`config.mk`:
```
export PLATFORM = sky130hd
export DESIGN_NAME = periodic_task_scheduler_table
export DESIGN_NICKNAME = d
export VERILOG_FILES = /design/src/hdl/pst_pkg.sv /design/src/hdl/pst_ctrl.sv /design/src/hdl/pst_dp.sv /design/src/hdl/periodic_task_scheduler_table.sv
export SDC_FILE = /design/constraint.sdc
export NUM_CORES = 1
export LEC_CHECK = 0
export BUFFER_PORTS_ARGS = -buffer_cell sky130_fd_sc_hd__buf_2
export CELL_PAD_IN_SITES_DETAIL_PLACEMENT = 2
export CELL_PAD_IN_SITES_GLOBAL_PLACEMENT = 2
export CORE_MARGIN = 2
export CORE_UTILIZATION = 30
export CTS_CLUSTER_SIZE = 28
export DETAILED_ROUTE_END_ITERATION = 8
export PLACE_DENSITY_LB_ADDON = 0.1
export SYNTH_ARGS = -nofsm -noshare
export SYNTH_HDL_FRONTEND = slang
export SYNTH_SLANG_ARGS = --single-unit
```
`constraint.sdc`:
```
create_clock -name clk -period 7.1 [get_ports clk]
set_input_delay 1.42 -clock clk [delete_from_list [all_inputs] [get_ports clk]]
set_output_delay 1.42 -clock clk [all_outputs]
set_load 0.02 [all_outputs]
```
`src/hdl/pst_pkg.sv`:
```
// Shared types and constants for the periodic task scheduler table.
// Used by pst_ctrl, pst_dp and periodic_task_scheduler_table; no dependencies.
package pst_pkg;

  localparam int TABLE_DEPTH_DEF = 8;
  localparam int ID_W            = 8;
  localparam int TICK_W          = 32;
  localparam int HELD_W          = 4;

  typedef enum logic [2:0] {
    KIND_TICK   = 3'd0,
    KIND_ADD    = 3'd1,
    KIND_REMOVE = 3'd2,
    KIND_SET_EN = 3'd3,
    KIND_RUN    = 3'd4
  } kind_t;

  typedef enum logic [3:0] {
    ST_IDLE,
    ST_DECODE,
    ST_SRCH_RD,
    ST_SRCH_EV,
    ST_ADD_WR,
    ST_SET_WR,
    ST_REM_RD,
    ST_REM_WR,
    ST_RUN_RD,
    ST_RUN_EV,
    ST_RUN_END,
    ST_RESP
  } state_t;

  typedef enum logic [1:0] {
    WR_ADD,
    WR_SET,
    WR_SHIFT,
    WR_RUN
  } wr_sel_t;

  typedef enum logic [1:0] {
    EMIT_NONE,
    EMIT_RESP,
    EMIT_MID,
    EMIT_FINAL
  } emit_t;

  typedef struct packed {
    logic [ID_W-1:0]   id;
    logic [TICK_W-1:0] period;
    logic [TICK_W-1:0] next_run;
    logic              enabled;
  } entry_t;

  typedef struct packed {
    logic    accept;
    logic    tick_inc;
    logic    idx_clr;
    logic    idx_inc;
    logic    rd_en;
    logic    rd_next;
    logic    wr_en;
    wr_sel_t wr_sel;
    logic    count_inc;
    logic    count_dec;
    logic    ok_set;
    logic    pend_load;
    emit_t   emit;
  } cmd_t;

  typedef struct packed {
    kind_t kind;
    logic  id_zero;
    logic  count_zero;
    logic  full;
    logic  match;
    logic  due;
    logic  last_idx;
    logic  pend_valid;
    logic  out_free;
  } status_t;

endpackage

```
`src/hdl/pst_ctrl.sv`:
```
// Controller state machine for the periodic task scheduler table.
// Depends on pst_pkg; drives pst_dp through command and status structs.
module pst_ctrl (
  input  logic             clk,
  input  logic             rst,
  input  logic             in_valid,
  output logic             in_ready,
  input  pst_pkg::status_t st,
  output pst_pkg::cmd_t    cmd
);

  pst_pkg::state_t state;
  pst_pkg::state_t state_next;

  always_ff @(posedge clk) begin
    if (rst) begin
      state <= pst_pkg::ST_IDLE;
    end else begin
      state <= state_next;
    end
  end

  always_comb begin
    state_next = state;
    in_ready   = 1'b0;
    cmd        = '0;
    cmd.wr_sel = pst_pkg::WR_ADD;
    cmd.emit   = pst_pkg::EMIT_NONE;
    unique case (state)
      pst_pkg::ST_IDLE: begin
        in_ready = 1'b1;
        if (in_valid) begin
          cmd.accept = 1'b1;
          state_next = pst_pkg::ST_DECODE;
        end
      end
      pst_pkg::ST_DECODE: begin
        cmd.idx_clr = 1'b1;
        unique case (st.kind)
          pst_pkg::KIND_TICK: begin
            cmd.tick_inc = 1'b1;
            state_next   = pst_pkg::ST_RESP;
          end
          pst_pkg::KIND_ADD: begin
            if (st.full || st.id_zero) begin
              state_next = pst_pkg::ST_RESP;
            end else if (st.count_zero) begin
              state_next = pst_pkg::ST_ADD_WR;
            end else begin
              state_next = pst_pkg::ST_SRCH_RD;
            end
          end
          pst_pkg::KIND_REMOVE, pst_pkg::KIND_SET_EN: begin
            if (st.id_zero || st.count_zero) begin
              state_next = pst_pkg::ST_RESP;
            end else begin
              state_next = pst_pkg::ST_SRCH_RD;
            end
          end
          pst_pkg::KIND_RUN: begin
            if (st.count_zero) begin
              state_next = pst_pkg::ST_RESP;
            end else begin
              state_next = pst_pkg::ST_RUN_RD;
            end
          end
          default: begin
            state_next = pst_pkg::ST_RESP;
          end
        endcase
      end
      pst_pkg::ST_SRCH_RD: begin
        cmd.rd_en  = 1'b1;
        state_next = pst_pkg::ST_SRCH_EV;
      end
      pst_pkg::ST_SRCH_EV: begin
        if (st.match) begin
          unique case (st.kind)
            pst_pkg::KIND_SET_EN: state_next = pst_pkg::ST_SET_WR;
            pst_pkg::KIND_REMOVE: state_next = pst_pkg::ST_REM_RD;
            default:              state_next = pst_pkg::ST_RESP;
          endcase
        end else if (st.last_idx) begin
          if (st.kind == pst_pkg::KIND_ADD) begin
            state_next = pst_pkg::ST_ADD_WR;
          end else begin
            state_next = pst_pkg::ST_RESP;
          end
        end else begin
          cmd.idx_inc = 1'b1;
          state_next  = pst_pkg::ST_SRCH_RD;
        end
      end
      pst_pkg::ST_ADD_WR: begin
        cmd.wr_en     = 1'b1;
        cmd.wr_sel    = pst_pkg::WR_ADD;
        cmd.count_inc = 1'b1;
        cmd.ok_set    = 1'b1;
        state_next    = pst_pkg::ST_RESP;
      end
      pst_pkg::ST_SET_WR: begin
        cmd.wr_en  = 1'b1;
        cmd.wr_sel = pst_pkg::WR_SET;
        cmd.ok_set = 1'b1;
        state_next = pst_pkg::ST_RESP;
      end
      pst_pkg::ST_REM_RD: begin
        if (st.last_idx) begin
          cmd.count_dec = 1'b1;
          cmd.ok_set    = 1'b1;
          state_next    = pst_pkg::ST_RESP;
        end else begin
          cmd.rd_en   = 1'b1;
          cmd.rd_next = 1'b1;
          state_next  = pst_pkg::ST_REM_WR;
        end
      end
      pst_pkg::ST_REM_WR: begin
        cmd.wr_en   = 1'b1;
        cmd.wr_sel  = pst_pkg::WR_SHIFT;
        cmd.idx_inc = 1'b1;
        state_next  = pst_pkg::ST_REM_RD;
      end
      pst_pkg::ST_RUN_RD: begin
        cmd.rd_en  = 1'b1;
        state_next = pst_pkg::ST_RUN_EV;
      end
      pst_pkg::ST_RUN_EV: begin
        if (!(st.due && st.pend_valid && !st.out_free)) begin
          if (st.due) begin
            cmd.wr_en     = 1'b1;
            cmd.wr_sel    = pst_pkg::WR_RUN;
            cmd.pend_load = 1'b1;
            if (st.pend_valid) begin
              cmd.emit = pst_pkg::EMIT_MID;
            end
          end
          if (st.last_idx) begin
            state_next = pst_pkg::ST_RUN_END;
          end else begin
            cmd.idx_inc = 1'b1;
            state_next  = pst_pkg::ST_RUN_RD;
          end
        end
      end
      pst_pkg::ST_RUN_END: begin
        if (st.out_free) begin
          cmd.emit   = pst_pkg::EMIT_FINAL;
          state_next = pst_pkg::ST_IDLE;
        end
      end
      pst_pkg::ST_RESP: begin
        if (st.out_free) begin
          cmd.emit   = pst_pkg::EMIT_RESP;
          state_next = pst_pkg::ST_IDLE;
        end
      end
      default: begin
        state_next = pst_pkg::ST_IDLE;
      end
    endcase
  end

endmodule

```
`src/hdl/pst_dp.sv`:
```
// Datapath of the periodic task scheduler table: item registers, task memory,
// tick and fill counters, pending dispatch and output register. Depends on pst_pkg.
module pst_dp #(
  parameter int TABLE_DEPTH = pst_pkg::TABLE_DEPTH_DEF
) (
  input  logic             clk,
  input  logic             rst,
  input  logic [79:0]      in_data,
  input  logic [2:0]       in_user,
  input  logic             out_ready,
  output logic             out_valid,
  output logic [47:0]      out_data,
  output logic             out_last,
  input  pst_pkg::cmd_t    cmd,
  output pst_pkg::status_t st
);

  localparam int IDX_W = (TABLE_DEPTH > 1) ? $clog2(TABLE_DEPTH) : 1;
  localparam int CNT_W = $clog2(TABLE_DEPTH + 1);

  pst_pkg::entry_t mem [TABLE_DEPTH];
  pst_pkg::entry_t rd_q;
  pst_pkg::entry_t wr_data;
  logic [IDX_W-1:0] wr_addr;
  logic [IDX_W-1:0] rd_addr;

  pst_pkg::kind_t              item_kind;
  logic [pst_pkg::ID_W-1:0]    item_id;
  logic [pst_pkg::TICK_W-1:0]  item_period;
  logic [pst_pkg::TICK_W-1:0]  item_offset;
  logic                        item_en;

  logic [pst_pkg::TICK_W-1:0]  tick;
  logic [CNT_W-1:0]            count;
  logic [IDX_W-1:0]            idx;
  logic [CNT_W-1:0]            idx_p1;
  logic                        ok;
  logic                        pend_valid;
  logic [pst_pkg::ID_W-1:0]    pend_id;
  logic                        overdue;
  logic [pst_pkg::TICK_W-1:0]  resched;
  logic                        out_free;

  assign idx_p1   = CNT_W'(idx) + CNT_W'(1);
  assign overdue  = rd_q.next_run <= tick;
  assign resched  = tick + rd_q.period;
  assign out_free = !out_valid || out_ready;

  always_ff @(posedge clk) begin
    if (cmd.accept) begin
      item_kind   <= pst_pkg::kind_t'(in_user);
      item_id     <= in_data[7:0];
      item_period <= in_data[39:8];
      item_offset <= in_data[71:40];
      item_en     <= in_data[72];
    end
  end

  always_ff @(posedge clk) begin
    if (rst) begin
      tick       <= '0;
      count      <= '0;
      ok         <= 1'b0;
      pend_valid <= 1'b0;
    end else begin
      if (cmd.tick_inc) begin
        tick <= tick + pst_pkg::TICK_W'(1);
      end
      if (cmd.count_inc) begin
        count <= count + CNT_W'(1);
      end else if (cmd.count_dec) begin
        count <= count - CNT_W'(1);
      end
      if (cmd.accept) begin
        ok         <= 1'b0;
        pend_valid <= 1'b0;
      end else begin
        if (cmd.ok_set) begin
          ok <= 1'b1;
        end
        if (cmd.pend_load) begin
          pend_valid <= 1'b1;
        end
      end
    end
  end

  always_ff @(posedge clk) begin
    if (cmd.idx_clr) begin
      idx <= '0;
    end else if (cmd.idx_inc) begin
      idx <= idx + IDX_W'(1);
    end
    if (cmd.pend_load) begin
      pend_id <= rd_q.id;
    end
  end

  assign rd_addr = cmd.rd_next ? idx_p1[IDX_W-1:0] : idx;

  always_comb begin
    wr_addr = idx;
    wr_data = rd_q;
    case (cmd.wr_sel)
      pst_pkg::WR_ADD: begin
        wr_addr          = count[IDX_W-1:0];
        wr_data.id       = item_id;
        wr_data.period   = item_period;
        wr_data.next_run = item_offset;
        wr_data.enabled  = 1'b1;
      end
      pst_pkg::WR_SET: begin
        wr_data.enabled = item_en;
        if (item_en && overdue) begin
          wr_data.next_run = resched;
        end
      end
      pst_pkg::WR_RUN: begin
        wr_data.next_run = resched;
      end
      default: begin
        wr_data = rd_q;
      end
    endcase
  end

  always_ff @(posedge clk) begin
    if (cmd.wr_en) begin
      mem[wr_addr] <= wr_data;
    end
    if (cmd.rd_en) begin
      rd_q <= mem[rd_addr];
    end
  end

  always_ff @(posedge clk) begin
    if (rst) begin
      out_valid <= 1'b0;
    end else if (cmd.emit != pst_pkg::EMIT_NONE) begin
      out_valid <= 1'b1;
    end else if (out_ready) begin
      out_valid <= 1'b0;
    end
  end

  always_ff @(posedge clk) begin
    if (cmd.emit != pst_pkg::EMIT_NONE) begin
      out_data[41:10] <= tick;
      out_data[45:42] <= pst_pkg::HELD_W'(count);
      out_data[47:46] <= 2'b00;
      if (cmd.emit == pst_pkg::EMIT_MID ||
          (cmd.emit == pst_pkg::EMIT_FINAL && pend_valid)) begin
        out_data[7:0] <= pend_id;
        out_data[8]   <= 1'b1;
        out_data[9]   <= 1'b0;
        out_last      <= cmd.emit == pst_pkg::EMIT_FINAL;
      end else begin
        out_data[7:0] <= '0;
        out_data[8]   <= 1'b0;
        out_data[9]   <= ok;
        out_last      <= 1'b1;
      end
    end
  end

  always_comb begin
    st            = '0;
    st.kind       = item_kind;
    st.id_zero    = item_id == '0;
    st.count_zero = count == '0;
    st.full       = count == CNT_W'(TABLE_DEPTH);
    st.match      = rd_q.id == item_id;
    st.due        = rd_q.enabled && overdue;
    st.last_idx   = idx_p1 == count;
    st.pend_valid = pend_valid;
    st.out_free   = out_free;
  end

  a_count_bound: assert property (@(posedge clk) disable iff (rst)
    count <= CNT_W'(TABLE_DEPTH))
    else $error("task count above table depth");

  a_count_step: assert property (@(posedge clk) disable iff (rst)
    !$past(rst) && count != $past(count) |->
      (count == $past(count) + CNT_W'(1) || count == $past(count) - CNT_W'(1)))
    else $error("task count moved by more than one");

  a_tick_step: assert property (@(posedge clk) disable iff (rst)
    !$past(rst) && tick != $past(tick) |-> tick == $past(tick) + pst_pkg::TICK_W'(1))
    else $error("tick count jumped");

  a_emit_free: assert property (@(posedge clk) disable iff (rst)
    cmd.emit != pst_pkg::EMIT_NONE |-> out_free)
    else $error("result beat overwrote a waiting beat");

endmodule

```
`src/hdl/periodic_task_scheduler_table.sv`:
```
// Periodic task scheduler table, top level. Tick and rejected items go from decode straight
// to the result state. Add/remove/set enable search the table entry by entry over the
// single-port task memory; remove shifts later entries down; run scans every entry, one
// result beat per due task (one if none is due), a waiting beat stalls the scan. One item
// in flight; the next is taken while the last result beat waits. Reset clears the tick and
// task counts; table entries are not cleared, only entries below the count are read.
module periodic_task_scheduler_table #(
  parameter int TABLE_DEPTH = pst_pkg::TABLE_DEPTH_DEF
) (
  input  logic        clk,
  input  logic        rst,
  input  logic        s_tvalid,
  output logic        s_tready,
  input  logic [79:0] s_tdata,   // task_id[7:0], period[39:8], start_offset[71:40],
                                 // enable_flag[72], zero[79:73]
  input  logic [2:0]  s_tuser,   // kind[2:0]
  output logic        m_tvalid,
  input  logic        m_tready,
  output logic [47:0] m_tdata,   // fired_task[7:0], fired[8], ok[9], tick_now[41:10],
                                 // tasks_held[45:42], zero[47:46]
  output logic        m_tlast    // last
);

  pst_pkg::cmd_t    cmd;
  pst_pkg::status_t st;

  pst_ctrl u_ctrl (
    .clk      (clk),
    .rst      (rst),
    .in_valid (s_tvalid),
    .in_ready (s_tready),
    .st       (st),
    .cmd      (cmd)
  );

  pst_dp #(
    .TABLE_DEPTH (TABLE_DEPTH)
  ) u_dp (
    .clk       (clk),
    .rst       (rst),
    .in_data   (s_tdata),
    .in_user   (s_tuser),
    .out_ready (m_tready),
    .out_valid (m_tvalid),
    .out_data  (m_tdata),
    .out_last  (m_tlast),
    .cmd       (cmd),
    .st        (st)
  );

endmodule
```
==> results of run 1 <==
-- Yosys cell counts, drive strengths merged, types with 12 or more instances --
master  count  area, sq um
mux2       85          957
ha         67          838
a21oi      85          425
nor2      103          387
and2       17          106
and3       14         87.6
dfxtp      46          921
xnor2      47          419
nor3       24          120
o22ai      14         87.6
xor2       27          236
nand4      14          103
mux4      146         3290
a31oi      12         75.1
inv        56          210
nor4       12         81.3
clkbuf     48          180
o21ai      50          250
buf        33          259
a21o       22          165
nand2     162          608
nand3      16         80.1
edfxtp    788        23700
-- layer usage --
layer,wire length (microns),vias up
met5,0,-
met4,2350,0
met3,3220,142
met2,49200,286
met1,48400,9992
li1,-,8359
-- cell families (layout without fill, tap and decap cells) --
logic type,after synthesis,in the layout,share of synthesized area (%)
AOI/OAI and AO/OA,270,270,5.01
xor gates and xnor gates,74,74,1.89
adders and majority gates,69,69,2.53
buffers and inverters,137,396,1.87
DFF,834,834,70.8
muxes,241,241,12.5
other,1,3,0.0108
and+or+nand+nor,399,399,5.34
-- area by class of cell --
cell class	count	area, sq um	share of cell area, %
clock buffer	125	2570	6.37
multi-input combinational	1055	9630	23.8
tap	1512	1890	4.68
timing repair buffer	162	1010	2.50
clock inverter	53	500	1.24
antenna	1	2.50	0.00619
sequential	834	24600	60.9
inverter	56	210	0.520
-- state kept, by name, indices dropped and copies added, names as in the netlist, 8 cells and up --
signal,flops
u_dp.mem,584
u_dp.rd_q,73
u_dp.out_data,46
u_dp.item_offset,32
u_dp.item_period,32
u_dp.tick,32
u_dp.item_id,8
u_dp.pend_id,8
-- final timing paths --
path / endpoint / slack (ns)
worst max-delay path: u_dp.mem[3][16] / 1.83
worst min-delay path: u_dp.out_data[32] / 0.50
worst max register to register: u_dp.mem[3][16] / 1.83
worst min register to register: u_dp.out_data[32] / 0.50
-- through the flow --
| stage | setup slack [ns] | std cells | utilization, % | instance area (sq um) | hold slack, ns |
|---|---|---|---|---|---|
| final | 1.83 | 3798 | 35.3 | 40400 | 0.501 |
| after global routing | 1.53 | 3797 | 35.3 | 40400 | 0.521 |
| after CTS | 1.91 | 3797 | 35.3 | 40400 | 0.497 |
| after detailed placement | 1.93 | 3619 | 32.6 | 37300 | 0.467 |
| after global placement | 1.98 | 3619 | 32.6 | 37300 | 0.472 |
| after floorplan | 0.951 | 2026 | - | 34700 | 0.437 |
-- power by group through the flow --
stage               sequential (uW)  combinational (uW)  clock (uW)
floorplan                      6480                2160           0
global placement               6720                3080           0
detailed placement             6720                3160           0
CTS                            6630                3180        5050
global route                   6650                3420        5220
finish                         6610                3090        4890
==> metrics.txt, run 1 <==
status finished clean; kind of critical path reg -> reg; DRC viols 0; initial core utilization 30.3%; commonest non-fill, non-tap cell in the layout edfxtp_1; Internal Power 10300 uW; Critical Path Source u_dp.tick[27]; slew margin rel. 20.9%; Root Driver clkbuf_16; GRT Resource Usage Total roughly 18%; Top Family by Delay on Critical Path compound AO/OA/AOI/OAI gates; Fill cells 11400; worst slew pin tran 1.18 ns; cell with the largest stage delay on the worst path a21oi_1; largest net degree at the start of global routing 99; # resized after CTS 0; DR iter-0 viols between 1000 and 1500; Max Clk Rate 190 MHz; sw frac 29.7%; share of post-route cells with drive strength above 1 24.7%; Seq pwr share 45.3%; skew final 0.0226 ns; drt wl/cell approximately 27 microns; Psw 4340 uW; NumNets Final 2362; Synth Instances roughly 2000; M2 GR Usage about 29%; Final ANT Viol Nets 0; height of the die 344 microns; layout overhead on the synthesized area 16.4%; H-tree depth 3; hpwl dp 64000 microns; Avg Inst Size Synth 17.1 sq um; Post-synth ARST share 0%; FF+latch count, synth 834; setup TNS 0 ns; first-pass iteration count of the detailed router 5; worst vdd ir around 0.21 mV; TritonCTS Sinks 834; DR vias/cell 4.94; grt met3 use under 10%; post-route clock period utilization 74.3%; post-CTS setup buffer count 0; CTS tree done; PD cells 361 nW/um^2; combinational power share roughly a fifth; initial antenna violation count 2; Die W 344 microns; number of synthesized flops with an enable pin 788; Post-CTS Hold Fix Bufs 0; worst hold-check path type reg -> reg; via count between 15000 and 20000; final WL 103000 microns; CP endpoint kind register; row count about 120; endpoints failing setup 0; sequential area share after synthesis 70.8%; Max clock buf depth 3; total CTS buffers 97; post-route minimum period 5.27 ns; post-synthesis cell type count 75; Synth Flop Type edfxtp_1; Most Used Layer, Global Route met2; first-pass GRT wire length 150000 microns; I/O pin cnt 138; RSZ-0062 raised after global routing false; max incr delay on CP 0.81 ns; clock latency on the worst-skew pair 0.68 ns; CP arrival 5.61 ns; clock group share of total power between 30% and 40%; worst r2r src u_dp.tick[27]; Pleak 0.0135 uW; mapped cell area 34700 sq um; Worst Reg-to-Reg Cells 13; number of port buffers between 100 and 150; die area 118000 sq um; CP Buf/Inv Count 3; Crit path depth 13; grt met1 use 24.8%; Reg clk slew, reported paths 0.06 ns; vias in the first global route 21000; worst-path maximum fanout 42; max cap viols 0; Final Hold Fails 0; total global routing overflow 0; Routability Congestion 0.769; Ys Warns 0; Core Footprint 115000 sq um; crit-path cells inv_1 > ha_1 > a21oi_1 > o21ai_0 > a221oi_1 > o31ai_1 > a221oi_2 > nand2_1 > buf_4 > nand2_2 > buf_4 > o22ai_1 > a21oi_1; WHS Path Cells 0; Slew Viols, Final 0; WP data required 7.43 ns; commonest cells after routing, fill and taps aside 788 x edfxtp_1, 161 x nand2_1, 146 x mux4_2; Pwr Total roughly 15000 uW; crit start category register; worst hold start u_dp.tick[22]
Power figures use the tool's default switching activity.
==> inputs of run 2 (changes only) <==
- clock period: 7.1 -> 5.4 ns (I/O delays scaled with it)
==> run 2 against run 1 <==
Die area unchanged. Clock skew increased by 0.0047 ns. Critical endpoint is now u_dp.mem[3][21]. Register-to-register slack got worse by 0.98 ns. Design area grew 3.1%. Via count up 2.2%. Final cell count up 2.0%. First-iteration DRC count grew 5.2%.
==> metrics.txt, run 2 (same netlist as run 1, synthesis figures left out) <==
Final ANT Viol Nets 0 (unchanged); TritonCTS Sinks 834 (unchanged); commonest cells after routing, fill and taps aside 788 x edfxtp_1, 161 x nand2_1, 146 x mux4_2; RSZ-0062 raised after global routing false; DR WL met2 51900 microns (+5.4%); clock latency on the worst-skew pair 0.68 ns (about the same); Routability Congestion 0.768 (about the same); worst vdd ir 0.211 mV (+0.59%); max incr delay on CP 0.88 ns (+0.07 ns); slew margin rel. 22.4% (+1.5 points); first-pass GRT wire length 153000 microns (+2.2%); worst-path maximum fanout 13 (-69%); CTS tree done; Max clock buf depth 3 (unchanged); max cap viols 0 (unchanged); GRT Resource Usage Total 18.1% (+0.39 points); endpoints failing setup 0 (unchanged); Reg clk slew, reported paths 0.07 ns (about the same); Final Hold Fails 0 (unchanged); NumNets Final 2438 (+3.2%); initial core utilization 30.3% (unchanged); hpwl dp 71000 microns (+11%); vias in the first global route 21400 (+1.8%); final core occ 36.4% (+1.1 points); number of port buffers 128 (unchanged); row count 124 (unchanged); worst hold start u_dp.tick[23]; Critical Path Source u_dp.tick[1]; PD cells 469 nW/um^2 (+30%); die area 118000 sq um (unchanged); Worst Hold Slack 0.463 ns (-0.0376 ns); total global routing overflow 0 (unchanged); commonest non-fill, non-tap cell in the layout edfxtp_1; I/O pin cnt 138 (unchanged); # resized after CTS 0 (unchanged); crit start category register; kind of critical path reg -> reg; Largest regs u_dp.mem x584, u_dp.rd_q x73, u_dp.out_data x46; Slew Viols, Final 0 (unchanged); H-tree depth 3 (unchanged); Core Footprint 115000 sq um (unchanged); total CTS buffers 98 (+1.0%); post-route minimum period 4.56 ns (-0.717 ns); Max Clk Rate 220 MHz (+16%); first-pass iteration count of the detailed router 5 (unchanged); Hold EP u_dp.out_data[33]; Reg with most FFs u_dp.mem; post-CTS setup buffer count 0 (unchanged); largest net degree at the start of global routing 72 (-27%); Top Family by Delay on Critical Path compound AO/OA/AOI/OAI gates; met1 wire length 48100 microns (-0.48%); worst slew pin tran 1.16 ns (-0.0228 ns); DR iter-0 viols 1233 (+5.2%); post-route clock period utilization 84.4% (+10 points); Post-CTS Hold Fix Bufs 0 (unchanged); initial antenna violation count 2 (unchanged); Max Used Layer met4; via count 19200 (+2.2%); Die W 344 microns (unchanged); WHS Path Cells 0 (unchanged); FF-to-FF End u_dp.mem[3][21]; status finished clean; CP endpoint kind register; DRC viols 0 (unchanged); crit-path cells inv_1 > ha_1 > nor2b_1 > o211ai_1 > a2111o_1 > o211ai_1 > a221oi_2 > buf_4 > a21oi_1 > buf_4 > nand2_1 > a221oi_1; CP Buf/Inv Count 3 (unchanged); CP arrival 4.87 ns (-0.74 ns); Largest register FFs 584 (unchanged); Pleak 0.0141 uW (+4.4%); WP data required 5.72 ns (-1.71 ns); Worst Reg-to-Reg Cells 12 (-1); height of the die 344 microns (unchanged); worst hold-check path type reg -> reg; drt wl/cell 27.2 microns (+0.25%); Pwr Total 19500 uW (+34%); cell with the largest stage delay on the worst path a21oi_1; metal3 WL 3570 microns (+11%); final WL 105000 microns (+2.3%); Root Driver clkbuf_16; skew final 0.0273 ns (+0.00467 ns); worst r2r src u_dp.tick[1]; share of post-route cells with drive strength above 1 27.1% (+2.4 points); layout overhead on the synthesized area 20.0%; minimum setup slack among reg-to-reg paths 0.84 ns (-0.98 ns); DR vias/cell 4.96 (+0.23%)
## run 2: layout make-up
type	count	area [sq um]
clock buffer	120	2540
tap	1512	1890
multi-input combinational	1055	9630
antenna	1	2.50
timing repair buffer	237	2150
clock inverter	59	628
inverter	56	210
sequential	834	24600
fill	11200	72900
## run 2: worst max path at each step
stage	to	slack, ns	cells past startpoint
after floorplan	u_dp.mem[2][0]	-0.66	11
after detailed placement	u_dp.mem[0][21]	0.74	12
final	u_dp.mem[3][21]	0.84	12
after global placement	u_dp.mem[3][21]	0.88	12
after global routing	u_dp.mem[3][21]	0.42	12
after CTS	u_dp.mem[3][21]	0.72	12
## run 2: per-stage QoR
stage / setup slack [ns] / setup TNS, ns / area [sq um] / instances
3_5_place_dp: 0.744 / 0 / 38500 / 3694
2_1_floorplan: -0.664 / -304.35 / 34700 / 2026
6_report: 0.844 / 0 / 41600 / 3874
5_1_grt: 0.420 / 0 / 41600 / 3873
3_3_place_gp: 0.885 / 0 / 38500 / 3694
4_1_cts: 0.720 / 0 / 41600 / 3873
## run 2: report_power, final
| group | internal, uW | switching [uW] |
|---|---|---|
| registers | 8150 | 503 |
| logic | 1680 | 2600 |
| clock network | 3920 | 2680 |
| total | 13700 | 5790 |
## run 2: worst register-to-register path: stages, from the launching register on
cell      delay [ns]
dfxtp_1         0.46
inv_1           0.11
ha_1            0.31
nor2b_1         0.13
o211ai_1        0.14
a2111o_1        0.41
o211ai_1        0.21
a221oi_2        0.11
buf_4           0.23
a21oi_1         0.88
buf_4           0.29
nand2_1         0.07
a221oi_1        0.86
## run 2: metal layers
layer	track usage [%]	up-vias
met5	0	-
met4	3.91	0
met3	2.94	121
met2	30.5	310
met1	24.5	10200
li1	-	8550
==> inputs of run 3 (changes only) <==
- clock period: 5.4 -> 3.7 ns (I/O delays scaled with it)
==> run 3 against run 2 <==
Register-to-register slack got worse by 0.79 ns. Sequential cell count stayed put. Total power grew 48%. Via count grew 4.8%. Sequential share of layout area shrank 3.0 points. Critical endpoint is now u_dp.mem[2][15]. Clock power grew 42%. Die area unchanged. Non-clock buffer count is 184 higher. Worst setup slack got worse by 0.79 ns. Largest power group unchanged.
==> metrics.txt, run 3 (same netlist as run 1, synthesis figures left out) <==
Max clock buf depth 3 (unchanged); placed cell area 39600 sq um (+3.0%); via count 20100 (+4.8%); Fill cells 11100 (-0.71%); Final Hold Fails 0 (unchanged); initial antenna violation count 5 (+3); area of the multi-input gates 10000 sq um (+4.0%); Routability Congestion 0.778 (+1.2%); CTS tree done; worst-path maximum fanout 6 (-7); worst vdd ir 0.378 mV (+79%); crit start category register; slew margin rel. 34.1% (+12 points); total CTS buffers 97 (-1.0%); PD cells 660 nW/um^2 (+41%); CP arrival 4.04 ns (-0.83 ns); DR vias/cell 4.96 (+0.11%); endpoints failing setup 0 (unchanged); total global routing overflow 0 (unchanged); vias in the first global route 22400 (+4.5%); drt wl/cell 27.4 microns (+0.56%); DRC viols 0 (unchanged); Core Footprint 115000 sq um (unchanged); die area 118000 sq um (unchanged); register area 24600 sq um (about the same); Final ANT Viol Nets 0 (unchanged); max cap viols 0 (unchanged); Max Clk Rate 274 MHz (+25%); Pleak 0.0153 uW (+8.3%); number of port buffers 128 (unchanged); Largest register FFs 584 (unchanged); Largest regs u_dp.mem x584, u_dp.rd_q x73, u_dp.out_data x46; TritonCTS Sinks 834 (unchanged); worst hold-check path type in -> reg; Top Family by Delay on Critical Path buffers and inverters; clock latency on the worst-skew pair 0.69 ns (about the same); Ant. Diodes 0 (-1); fin area 43900 sq um (+5.3%); DP Worst Slack -0.514 ns (-1.26 ns); final cell count without fillers 4054 (+4.6%); cell with the largest stage delay on the worst path edfxtp_1; crit-path cells ha_4 > nand4_1 > buf_4 > nor4_4 > buf_4 > nand2_4 > a221oi_4 > buf_6 > a21oi_4 > buf_12 > o22a_4 > nor2_4 > buf_12 > clkbuf_16; WP data required 4.10 ns (-1.62 ns); Worst Hold Slack 0.222 ns (-0.241 ns); DR iter-0 viols 1209 (-1.9%); largest net degree at the start of global routing 65 (-9.7%); first-pass iteration count of the detailed router 5 (unchanged); post-route clock period utilization 98.5% (+14 points); share of post-route cells with drive strength above 1 34.9% (+7.7 points); Root Driver clkbuf_16; max incr delay on CP 0.54 ns (-0.34 ns); setup TNS 0 ns (unchanged); final WL 111000 microns (+5.2%); GRT Resource Usage Total 18.3% (+0.27 points); height of the die 344 microns (unchanged); CP endpoint kind register; Cells after DPL 3827 (+3.6%); worst slew pin tran 0.989 ns (-0.171 ns); H-tree depth 3 (unchanged); commonest cells after routing, fill and taps aside 788 x edfxtp_1, 196 x buf_4, 156 x nand2_1; RSZ-0062 raised after global routing true; hpwl dp 72400 microns (+1.9%); first-pass GRT wire length 156000 microns (+1.9%); row count 124 (unchanged); Reg clk slew, reported paths 0.06 ns (about the same); post-route minimum period 3.64 ns (-0.912 ns); commonest non-fill, non-tap cell in the layout edfxtp_1; layout overhead on the synthesized area 26.4%; Die W 344 microns (unchanged); I/O pin cnt 138 (unchanged); Reg with most FFs u_dp.mem; status finished clean; skew final 0.0290 ns (+0.00168 ns); CP Buf/Inv Count 6 (+3); Slew Viols, Final 0 (unchanged); initial core utilization 30.3% (unchanged); NumNets Final 2621 (+7.5%); Final WS setup 0.0561 ns (-0.788 ns); kind of critical path reg -> reg
[run 3: cell count changes in the layout (fill, tap and decap cells not counted), sizes merged]
cell	delta
buf	+172
bufinv	-6
clkbuf	+18
clkinvlp	+1
diode	-1
inv	-4
[run 3: worst paths after layout]
path / startpoint / end / slack (ns) / cells past startpoint
setup / recovery: u_dp.rd_q[10] / u_dp.mem[2][15] / 0.06 / 14
hold / removal: s_tdata[9] / u_dp.item_period[1] / 0.22 / 1
setup reg to reg: u_dp.rd_q[10] / u_dp.mem[2][15] / 0.06 / 14
hold reg to reg: u_dp.tick[21] / u_dp.out_data[31] / 0.47 / 0
[run 3: through the flow]
stage                     util [%]  power (uW)
after floorplan                  -       16600
after global placement        34.6       19400
after detailed placement      34.6       19700
after CTS                     37.6       29300
after global routing          38.3       30300
final                         38.3       29000
[run 3: repair_timing]
action	4_1_cts	5_1_grt
setup endpoints to repair	1108	1097
pin swaps	14	13
hold buffers	0	0
gates cloned	3	15
gates resized for setup	32	86
buffers inserted	19	15
[run 3: routing by layer]
layer  part of all wire [%]  up-vias  track usage, %  routed length (microns)
li1                       -     8893               -                        -
met1                     45    10700            24.5                    49800
met2                     49      372            30.7                    54200
met3                    3.6      159            2.89                     3970
met4                    2.8        0            5.77                     3060
met5                      0        -               0                        0
[run 3: final cells by class]
cell class	instances	share of cell area [%]
Clock buffer	126	6.04
Tap cell	1512	4.31
Inverter	56	0.485
Timing Repair Buffer	421	9.25
Sequential cell	834	56.1
Multi-Input combinational cell	1055	22.8
Clock inverter	50	1.02
[run 3: worst reg2reg max path, delay by kind of cell (launching register included)]
kind | cells | cell delay (ns)
AOI/OAI and AO/OA | 3 | 0.71
buffers and inverters | 6 | 1.15
and+or+nand+nor | 4 | 0.63
DFF | 1 | 0.54
adders and majority gates | 1 | 0.35
[run 3: where the power goes]
part           leakage (uW)  switching (uW)  internal (uW)
sequential          0.00750             623          11900
clock               0.00150            3940           5450
combinational       0.00628            4040           3040
total                0.0153            8600          20400
